$ cat config.mk
export PLATFORM = sky130hd
export DESIGN_NAME = ir_pulse_distance_decoder
export DESIGN_NICKNAME = d
export VERILOG_FILES = /design/src/rtl/irpd_pkg.sv /design/src/rtl/irpd_csr.sv /design/src/rtl/irpd_core.sv /design/src/rtl/ir_pulse_distance_decoder.sv
export SDC_FILE = /design/constraint.sdc
export NUM_CORES = 1
export LEC_CHECK = 0
export ABC_CLOCK_PERIOD_IN_PS = 7860
export CAP_MARGIN = 5
export CORE_MARGIN = 1
export CORE_UTILIZATION = 65
export CTS_CLUSTER_DIAMETER = 60
export DETAILED_ROUTE_END_ITERATION = 8
export DONT_BUFFER_PORTS = 1
export PLACE_DENSITY_LB_ADDON = 0.15
export SLEW_MARGIN = 10
export SYNTH_ARGS = -nofsm -noshare
export SYNTH_HDL_FRONTEND = slang
export SYNTH_SLANG_ARGS = --single-unit
$ cat constraint.sdc
create_clock -name clock -period 7.86 [get_ports clock]
set_input_delay 1.572 -clock clock [delete_from_list [all_inputs] [get_ports clock]]
set_output_delay 1.572 -clock clock [all_outputs]
set_load 0.05 [all_outputs]
$ cat src/rtl/irpd_pkg.sv
`timescale 1ns / 1ps

package irpd_pkg;

   localparam int unsigned TIME_W = 16;
   localparam int unsigned WORD_W = 32;
   localparam int unsigned CNT_OUT_W = 6;
   localparam int unsigned REG_IDX_W = 3;
   localparam int unsigned FRAME_BITS_DEFAULT = 32;

   localparam logic [REG_IDX_W-1:0] REG_LEADER_MIN = 3'd0;
   localparam logic [REG_IDX_W-1:0] REG_LEADER_MAX = 3'd1;
   localparam logic [REG_IDX_W-1:0] REG_MARK_MIN = 3'd2;
   localparam logic [REG_IDX_W-1:0] REG_MARK_MAX = 3'd3;
   localparam logic [REG_IDX_W-1:0] REG_SPACE_MIN = 3'd4;
   localparam logic [REG_IDX_W-1:0] REG_SPACE_MAX = 3'd5;
   localparam logic [REG_IDX_W-1:0] REG_ONE_THRESHOLD = 3'd6;
   localparam logic [REG_IDX_W-1:0] REG_GAP_TIMEOUT = 3'd7;

   localparam logic [TIME_W-1:0] LEADER_MIN_RESET = 16'd4000;
   localparam logic [TIME_W-1:0] LEADER_MAX_RESET = 16'd5000;
   localparam logic [TIME_W-1:0] MARK_MIN_RESET = 16'd400;
   localparam logic [TIME_W-1:0] MARK_MAX_RESET = 16'd700;
   localparam logic [TIME_W-1:0] SPACE_MIN_RESET = 16'd400;
   localparam logic [TIME_W-1:0] SPACE_MAX_RESET = 16'd1800;
   localparam logic [TIME_W-1:0] ONE_THRESHOLD_RESET = 16'd1000;
   localparam logic [TIME_W-1:0] GAP_TIMEOUT_RESET = 16'd5000;

   typedef struct packed {
      logic [TIME_W-1:0] leader_min_us;
      logic [TIME_W-1:0] leader_max_us;
      logic [TIME_W-1:0] mark_min_us;
      logic [TIME_W-1:0] mark_max_us;
      logic [TIME_W-1:0] space_min_us;
      logic [TIME_W-1:0] space_max_us;
      logic [TIME_W-1:0] one_threshold_us;
      logic [TIME_W-1:0] gap_timeout_us;
   } cfg_type;

   typedef struct packed {
      logic                 frame_done;
      logic [WORD_W-1:0]    frame_word;
      logic                 decode_error;
      logic [CNT_OUT_W-1:0] bits_received;
   } result_type;

endpackage

$ cat src/rtl/irpd_csr.sv
`timescale 1ns / 1ps

module irpd_csr (
   input  logic                              clock,
   input  logic                              reset,
   input  logic                              csr_we,
   input  logic [irpd_pkg::REG_IDX_W-1:0]    csr_index,
   input  logic [irpd_pkg::TIME_W-1:0]       csr_wdata,
   output irpd_pkg::cfg_type                 cfg
);
   import irpd_pkg::*;

   cfg_type cfg_ff;

   always_ff @(posedge clock) begin
      if (reset) begin
         cfg_ff.leader_min_us <= LEADER_MIN_RESET;
         cfg_ff.leader_max_us <= LEADER_MAX_RESET;
         cfg_ff.mark_min_us <= MARK_MIN_RESET;
         cfg_ff.mark_max_us <= MARK_MAX_RESET;
         cfg_ff.space_min_us <= SPACE_MIN_RESET;
         cfg_ff.space_max_us <= SPACE_MAX_RESET;
         cfg_ff.one_threshold_us <= ONE_THRESHOLD_RESET;
         cfg_ff.gap_timeout_us <= GAP_TIMEOUT_RESET;
      end else if (csr_we) begin
         unique case (csr_index)
            REG_LEADER_MIN: cfg_ff.leader_min_us <= csr_wdata;
            REG_LEADER_MAX: cfg_ff.leader_max_us <= csr_wdata;
            REG_MARK_MIN: cfg_ff.mark_min_us <= csr_wdata;
            REG_MARK_MAX: cfg_ff.mark_max_us <= csr_wdata;
            REG_SPACE_MIN: cfg_ff.space_min_us <= csr_wdata;
            REG_SPACE_MAX: cfg_ff.space_max_us <= csr_wdata;
            REG_ONE_THRESHOLD: cfg_ff.one_threshold_us <= csr_wdata;
            REG_GAP_TIMEOUT: cfg_ff.gap_timeout_us <= csr_wdata;
         endcase
      end
   end

   assign cfg = cfg_ff;

endmodule

$ cat src/rtl/irpd_core.sv
`timescale 1ns / 1ps

module irpd_core #(
   parameter int unsigned FRAME_BITS = irpd_pkg::FRAME_BITS_DEFAULT
) (
   input  logic                        clock,
   input  logic                        reset,
   input  irpd_pkg::cfg_type           cfg,
   input  logic                        req_valid,
   output logic                        req_ready,
   input  logic [irpd_pkg::TIME_W-1:0] req_interval_us,
   output logic                        rsp_valid,
   input  logic                        rsp_ready,
   output irpd_pkg::result_type        rsp
);
   import irpd_pkg::*;

   localparam int unsigned CNT_W = $clog2(FRAME_BITS + 1);
   localparam logic [CNT_W-1:0] LAST_BIT = CNT_W'(FRAME_BITS - 1);

   typedef enum logic [2:0] {
      PH_IDLE,
      PH_LEAD_MARK,
      PH_LEAD_SPACE,
      PH_BIT_MARK,
      PH_BIT_SPACE,
      PH_DONE
   } phase_type;

   logic              in_valid_ff;
   logic [TIME_W-1:0] in_ff;
   logic              out_valid_ff;
   result_type        out_ff;
   phase_type         phase_ff, phase_in;
   logic [WORD_W-1:0] shift_ff, shift_in;
   logic [CNT_W-1:0]  cnt_ff, cnt_in;
   result_type        out_in;
   logic              advance;
   logic              gap, leader_ok, mark_ok, space_ok, err;
   logic [CNT_W+CNT_OUT_W-1:0] cnt_ext;

   assign advance = in_valid_ff && (!out_valid_ff || rsp_ready);
   assign req_ready = !in_valid_ff || advance;

   assign gap = in_ff >= cfg.gap_timeout_us;
   assign leader_ok = (in_ff >= cfg.leader_min_us) && (in_ff <= cfg.leader_max_us);
   assign mark_ok = (in_ff >= cfg.mark_min_us) && (in_ff <= cfg.mark_max_us);
   assign space_ok = (in_ff >= cfg.space_min_us) && (in_ff <= cfg.space_max_us);

   always_comb begin
      phase_in = phase_ff;
      shift_in = shift_ff;
      cnt_in = cnt_ff;
      err = 1'b0;
      out_in.frame_done = 1'b0;
      out_in.frame_word = '0;
      if (gap || phase_ff == PH_IDLE) begin
         phase_in = PH_LEAD_MARK;
         shift_in = '0;
         cnt_in = '0;
      end else begin
         unique case (phase_ff)
            PH_LEAD_MARK: begin
               if (!leader_ok) err = 1'b1;
               else phase_in = PH_LEAD_SPACE;
            end
            PH_LEAD_SPACE: begin
               if (!leader_ok) err = 1'b1;
               else phase_in = PH_BIT_MARK;
            end
            PH_BIT_MARK: begin
               if (!mark_ok) err = 1'b1;
               else phase_in = PH_BIT_SPACE;
            end
            PH_BIT_SPACE: begin
               if (!space_ok) begin
                  err = 1'b1;
               end else begin
                  shift_in = {shift_ff[WORD_W-2:0], in_ff > cfg.one_threshold_us};
                  cnt_in = cnt_ff + 1'b1;
                  if (cnt_ff >= LAST_BIT) begin
                     out_in.frame_done = 1'b1;
                     out_in.frame_word = shift_in;
                     phase_in = PH_DONE;
                  end else begin
                     phase_in = PH_BIT_MARK;
                  end
               end
            end
            default: phase_in = PH_DONE;
         endcase
         if (err) begin
            phase_in = PH_IDLE;
            cnt_in = '0;
         end
      end
      cnt_ext = {{CNT_OUT_W{1'b0}}, cnt_in};
      out_in.decode_error = err;
      out_in.bits_received = cnt_ext[CNT_OUT_W-1:0];
   end

   always_ff @(posedge clock) begin
      if (reset) begin
         in_valid_ff <= 1'b0;
         out_valid_ff <= 1'b0;
         phase_ff <= PH_IDLE;
         shift_ff <= '0;
         cnt_ff <= '0;
      end else begin
         if (req_valid && req_ready) begin
            in_valid_ff <= 1'b1;
            in_ff <= req_interval_us;
         end else if (advance) begin
            in_valid_ff <= 1'b0;
         end
         if (advance) begin
            phase_ff <= phase_in;
            shift_ff <= shift_in;
            cnt_ff <= cnt_in;
            out_ff <= out_in;
            out_valid_ff <= 1'b1;
         end else if (rsp_ready) begin
            out_valid_ff <= 1'b0;
         end
      end
   end

   assign rsp_valid = out_valid_ff;
   assign rsp = out_ff;

endmodule

$ cat src/rtl/ir_pulse_distance_decoder.sv
`timescale 1ns / 1ps
// channel  | handshake                     | payload
// req      | req_valid / req_ready         | req_interval_us[15:0]
// rsp      | rsp_valid / rsp_ready         | rsp_frame_done, rsp_frame_word[31:0],
//          |                               | rsp_decode_error, rsp_bits_received[5:0]
// csr      | csr_we (no wait, no readback) | csr_index[2:0], csr_wdata[15:0]
//
// One item per cycle sustained while rsp_ready holds high; each item is captured
// in the input register and then decoded into the result register.
// rsp_valid rises once the item has moved from the input register into the
// result register.
// Synchronous reset restores register defaults and returns the decoder to idle.
// A stalled result holds the input register; req_ready drops only when both
// stages are full and rsp_ready is low.

module ir_pulse_distance_decoder #(
   parameter int unsigned FRAME_BITS = irpd_pkg::FRAME_BITS_DEFAULT
) (
   input  logic                           clock,
   input  logic                           reset,
   input  logic                           req_valid,
   output logic                           req_ready,
   input  logic [irpd_pkg::TIME_W-1:0]    req_interval_us,
   output logic                           rsp_valid,
   input  logic                           rsp_ready,
   output logic                           rsp_frame_done,
   output logic [irpd_pkg::WORD_W-1:0]    rsp_frame_word,
   output logic                           rsp_decode_error,
   output logic [irpd_pkg::CNT_OUT_W-1:0] rsp_bits_received,
   input  logic                           csr_we,
   input  logic [irpd_pkg::REG_IDX_W-1:0] csr_index,
   input  logic [irpd_pkg::TIME_W-1:0]    csr_wdata
);
   import irpd_pkg::*;

   localparam logic [CNT_OUT_W-1:0] FRAME_CNT = CNT_OUT_W'(FRAME_BITS);

   cfg_type    cfg;
   result_type rsp;

   irpd_csr u_csr (
      .clock     (clock),
      .reset     (reset),
      .csr_we    (csr_we),
      .csr_index (csr_index),
      .csr_wdata (csr_wdata),
      .cfg       (cfg)
   );

   irpd_core #(
      .FRAME_BITS (FRAME_BITS)
   ) u_core (
      .clock           (clock),
      .reset           (reset),
      .cfg             (cfg),
      .req_valid       (req_valid),
      .req_ready       (req_ready),
      .req_interval_us (req_interval_us),
      .rsp_valid       (rsp_valid),
      .rsp_ready       (rsp_ready),
      .rsp             (rsp)
   );

   assign rsp_frame_done = rsp.frame_done;
   assign rsp_frame_word = rsp.frame_word;
   assign rsp_decode_error = rsp.decode_error;
   assign rsp_bits_received = rsp.bits_received;

   a_done_count: assert property (@(posedge clock) disable iff (reset)
      rsp_valid && rsp_frame_done |-> rsp_bits_received == FRAME_CNT)
      else $error("frame completed with wrong bit count");

   a_done_xor_error: assert property (@(posedge clock) disable iff (reset)
      rsp_valid |-> !(rsp_frame_done && rsp_decode_error))
      else $error("frame completion and error on the same item");

   a_word_zero: assert property (@(posedge clock) disable iff (reset)
      rsp_valid && !rsp_frame_done |-> rsp_frame_word == '0)
      else $error("word set without frame completion");

   a_error_clears: assert property (@(posedge clock) disable iff (reset)
      rsp_valid && rsp_decode_error |-> rsp_bits_received == '0)
      else $error("bit count kept after error");

endmodule

==> results.yml <==
detailed_routing:
  wire_per_inst_microns: 18.30
  final_antenna_net_count: 0
  vias: 8745
  dr.first_iter.drc_count: 532
  drc_errors: 0
  dr.pass1.iters: 5
  avgViaCountPerCell: 5.881
  wirelength_microns: 27210
global_route:
  grt_usage_pct: 30.69
  grt-ovfl-total: 0
  grt_max_degree: 146
  antenna_found_initial: 2
  grt_pass1_wl_microns: 43020
  grt_pass1_vias: 8235
logic_synthesis:
  synth_compound_area_share_pct: 16.08
  synth_top_family_by_area: "simple AND/OR/NAND/NOR gates"
  ys.flop_type: "dfxtp_1"
  yosys.area_share.simple_pct: 17.86
  yosys_warnings: 0
  synth_edf_count: 56
  ys_types: 59
  async_reset_ff_share_pct: 0
  synth_xor_area_share_pct: 0.1534
  syn_area_sq_mm: 0.01142
  synthAdderAreaFrac_pct: 14.13
  ys_seq_area_share_pct: 44.52
  syn_inst: 1282
  avgSynthCellArea_sq_um: 8.909
  ys_ff_latch: 226
  syn_nets: 1451
  synth_mux_area_share_pct: 0.1753
critical_path:
  path_class: "register to register"
  critPathMaxStageDelay_ps: 910
  crit_path_start_kind: "register"
  path_delay_family: "compound AO/OA/AOI/OAI gates"
  cp_common_cell: "a21oi_1"
  endpoint_kind: "register"
  worstPathArrival_ps: 4300
  cp_max_fo: 31
  slowest_stage: "nor2_2"
  cp_data_required_time_ps: 8300
  path_cells: "ha_1 > a21oi_1 > o21ai_0 > a221oi_1 > o311ai_4 > o211ai_2 > a21oi_1 > nor2_2 > a22o_1"
  critPathBufInv: 0
die:
  rows: 48
  core_area_sq_mm: 0.01724
  fp.dieH_microns: 134.6
  pin_count: 82
  die_area_sq_mm: 0.01811
  initial_core_util_pct: 66.26
  fp.dieW_microns: 134.6
clock_tree:
  cts.sinks: 226
  cts_buffers: 24
  post_cts_resized: 0
  htreeDepth: 1
  hold_buffers: 0
  post_cts.repair.setup_buffers: 0
  cts_root_buf: "clkbuf_16"
  insertion_delay_ps: 520
  clk_path_buf_depth: 3
  cts.reportedPaths.clkPinSlew_ps: 60
  cts_tree: "built"
cells_and_area:
  regArea_sq_mm: 0.005085
  drive_above_1_share_pct: 4.675
  area_growth_pct: 7.472
  final_area_sq_mm: 0.01227
  multi_input_area_sq_mm: 0.005548
  final_nets: 1414
  fillers: 1304
  n_antenna_cell: 0
placed_design:
  globalplace.congestion: 0.8666
  portBuffers: 0
  dp_hpwl_microns: 18170
  placed_area_sq_mm: 0.01145
min_path:
  hold_path_class: "register to register"
timing:
  min_period_ps: 3862
  final_max_slew_viol_count: 0
  post-route-period-util_pct: 49.13
  finalSetupViolations: 0
  fin_skew_ps: 10.99
  finalSetupTns_ps: 0
  hold_ws_ps: 452.3
  slew_headroom_pct: 22.73
  clock.fmax_mhz: 259.0
  hold_violations: 0
  rsz0062_at_grt: "false"
  worstMarginPinSlew_ps: 1158
outcome:
  status: "finished, final reports clean"
power:
  p_leak_nw: 4.820
  power_density_mw_per_mm2: 212.0
  peakVddDrop_mv: 0.2289
run:
  max_cap_violations: 0
## state kept, by name (all words and copies together), names as in the netlist
register            count
u_core.cnt_ff           6
u_core.in_ff           16
u_core.in_valid_ff      1
u_core.phase_ff         3
u_core.rsp             40
u_core.rsp_valid        1
u_core.shift_ff        31
u_csr.cfg             128
## synthesized netlist by cell type (all sizes together), types with 2 or more instances
library cell | count | area share, %
and2 | 33 | 1.8
nor2b | 7 | 0.38
nand3 | 18 | 0.79
o21bai | 2 | 0.13
o211ai | 8 | 0.57
nor3b | 2 | 0.13
o2bb2ai | 2 | 0.15
a21oi | 139 | 6.1
dfxtp | 170 | 30
buf | 12 | 0.73
a221o | 2 | 0.18
a22o | 31 | 2.4
nor2 | 62 | 2.1
a21o | 11 | 0.72
a21boi | 2 | 0.13
and4 | 2 | 0.15
edfxtp | 56 | 15
clkbuf | 59 | 2.1
nand2b | 10 | 0.55
nor3 | 13 | 0.67
ha | 129 | 14
a311oi | 2 | 0.15
nand3b | 13 | 0.85
o311ai | 2 | 0.31
a211o | 30 | 2.3
inv | 128 | 4.2
nor4b | 3 | 0.23
a2111oi | 4 | 0.31
a211oi | 3 | 0.20
o21ai | 23 | 1.0
nand2 | 248 | 8.2
nor4 | 8 | 0.68
mux2i | 2 | 0.18
o21a | 10 | 0.66
nand4 | 21 | 1.2
o211a | 5 | 0.44
## worst reg2reg max path, cell delays in order, from the launching register on
cell and delay, ps:
edfxtp_1 590, ha_1 390, a21oi_1 140, o21ai_0 100, a221oi_1 620, o311ai_4 220
o211ai_2 330, a21oi_1 170, nor2_2 910, a22o_1 300
## path summary, 6_finish.rpt
path | from | endpoint | slack, ps | cells after the start
max reg2reg | u_core.in_ff[11]$_DFFE_PP_ | u_core.shift_ff[30]$_SDFFE_PP0P_ | 4000 | 9
max | u_core.in_ff[11]$_DFFE_PP_ | u_core.shift_ff[30]$_SDFFE_PP0P_ | 4000 | 9
min | u_csr.cfg[2]$_SDFFE_PP0P_ | u_csr.cfg[2]$_SDFFE_PP0P_ | 450 | 2
min reg2reg | u_csr.cfg[2]$_SDFFE_PP0P_ | u_csr.cfg[2]$_SDFFE_PP0P_ | 450 | 2
## placed cells by master, fill, tap and decap left out, types with 3 or more instances in the layout
cell type | Yosys | final
edfxtp_1 | 56 | 56
nor2_1 | 61 | 59
nor3_1 | 12 | 10
nand3b_1 | 13 | 13
nand2_1 | 247 | 247
nor2b_1 | 7 | 7
a22o_1 | 31 | 31
o211ai_1 | 7 | 7
nor4_1 | 5 | 5
inv_1 | 128 | 128
ha_1 | 129 | 129
nor4b_1 | 3 | 3
a211oi_1 | 3 | 3
a21o_1 | 11 | 11
bufinv_16 | 0 | 4
and2_1 | 33 | 33
a2111oi_0 | 4 | 4
clkinv_2 | 0 | 6
clkbuf_16 | 0 | 25
a211o_1 | 30 | 30
o21ai_0 | 21 | 21
dfxtp_1 | 170 | 170
buf_4 | 1 | 8
clkbuf_1 | 41 | 5
a21oi_1 | 139 | 139
o211a_1 | 4 | 4
o21a_1 | 10 | 10
nand2b_1 | 10 | 10
nand4_1 | 21 | 21
nand3_1 | 18 | 18
## stage by stage
step                util, %  instances  total power (W)  setup slack [ps]
finish                71.21       1487         0.002602              3998
global placement      66.46       1444         0.001443              3983
detailed placement    66.46       1444         0.001451              3926
global route          71.21       1487         0.002688              3778
CTS                   71.21       1487         0.002610              4040
floorplan                 -       1282         0.001426              3477
## logic make-up (layout without fill, tap and decap cells)
| family | Yosys count | count (layout) |
|---|---|---|
| and+or+nand+nor | 443 | 443 |
| muxes | 2 | 2 |
| buffers and inverters | 199 | 179 |
| DFF | 226 | 226 |
| AOI/OAI and AO/OA | 281 | 281 |
| xor gates and xnor gates | 2 | 2 |
| adders and majority gates | 129 | 129 |
## area by class of cell
class	count	area share [%]
multi-input combinational	857	45.20
tap	225	2.294
inverter	128	3.914
clock inverter	12	1.315
sequential	226	41.43
clock buffer	31	5.362
timing repair buffer	8	0.4893
## power by group
group	internal, W	switching (W)	total (W)
Clock	0.000720	0.000454	0.00117
Sequential	0.00122	0.0000517	0.00127
Combinational	0.0000616	0.0000948	0.000156
Total	0.00200	0.000600	0.00260
## layer usage
metal,track usage [%],vias up,wire (microns)
met1,40.53,4070,11680
met2,50.75,294,12670
met4,11.49,2,912
li1,-,4318,-
met5,0,-,11
met3,4.917,61,1932
(Power assumes the default switching activity.)
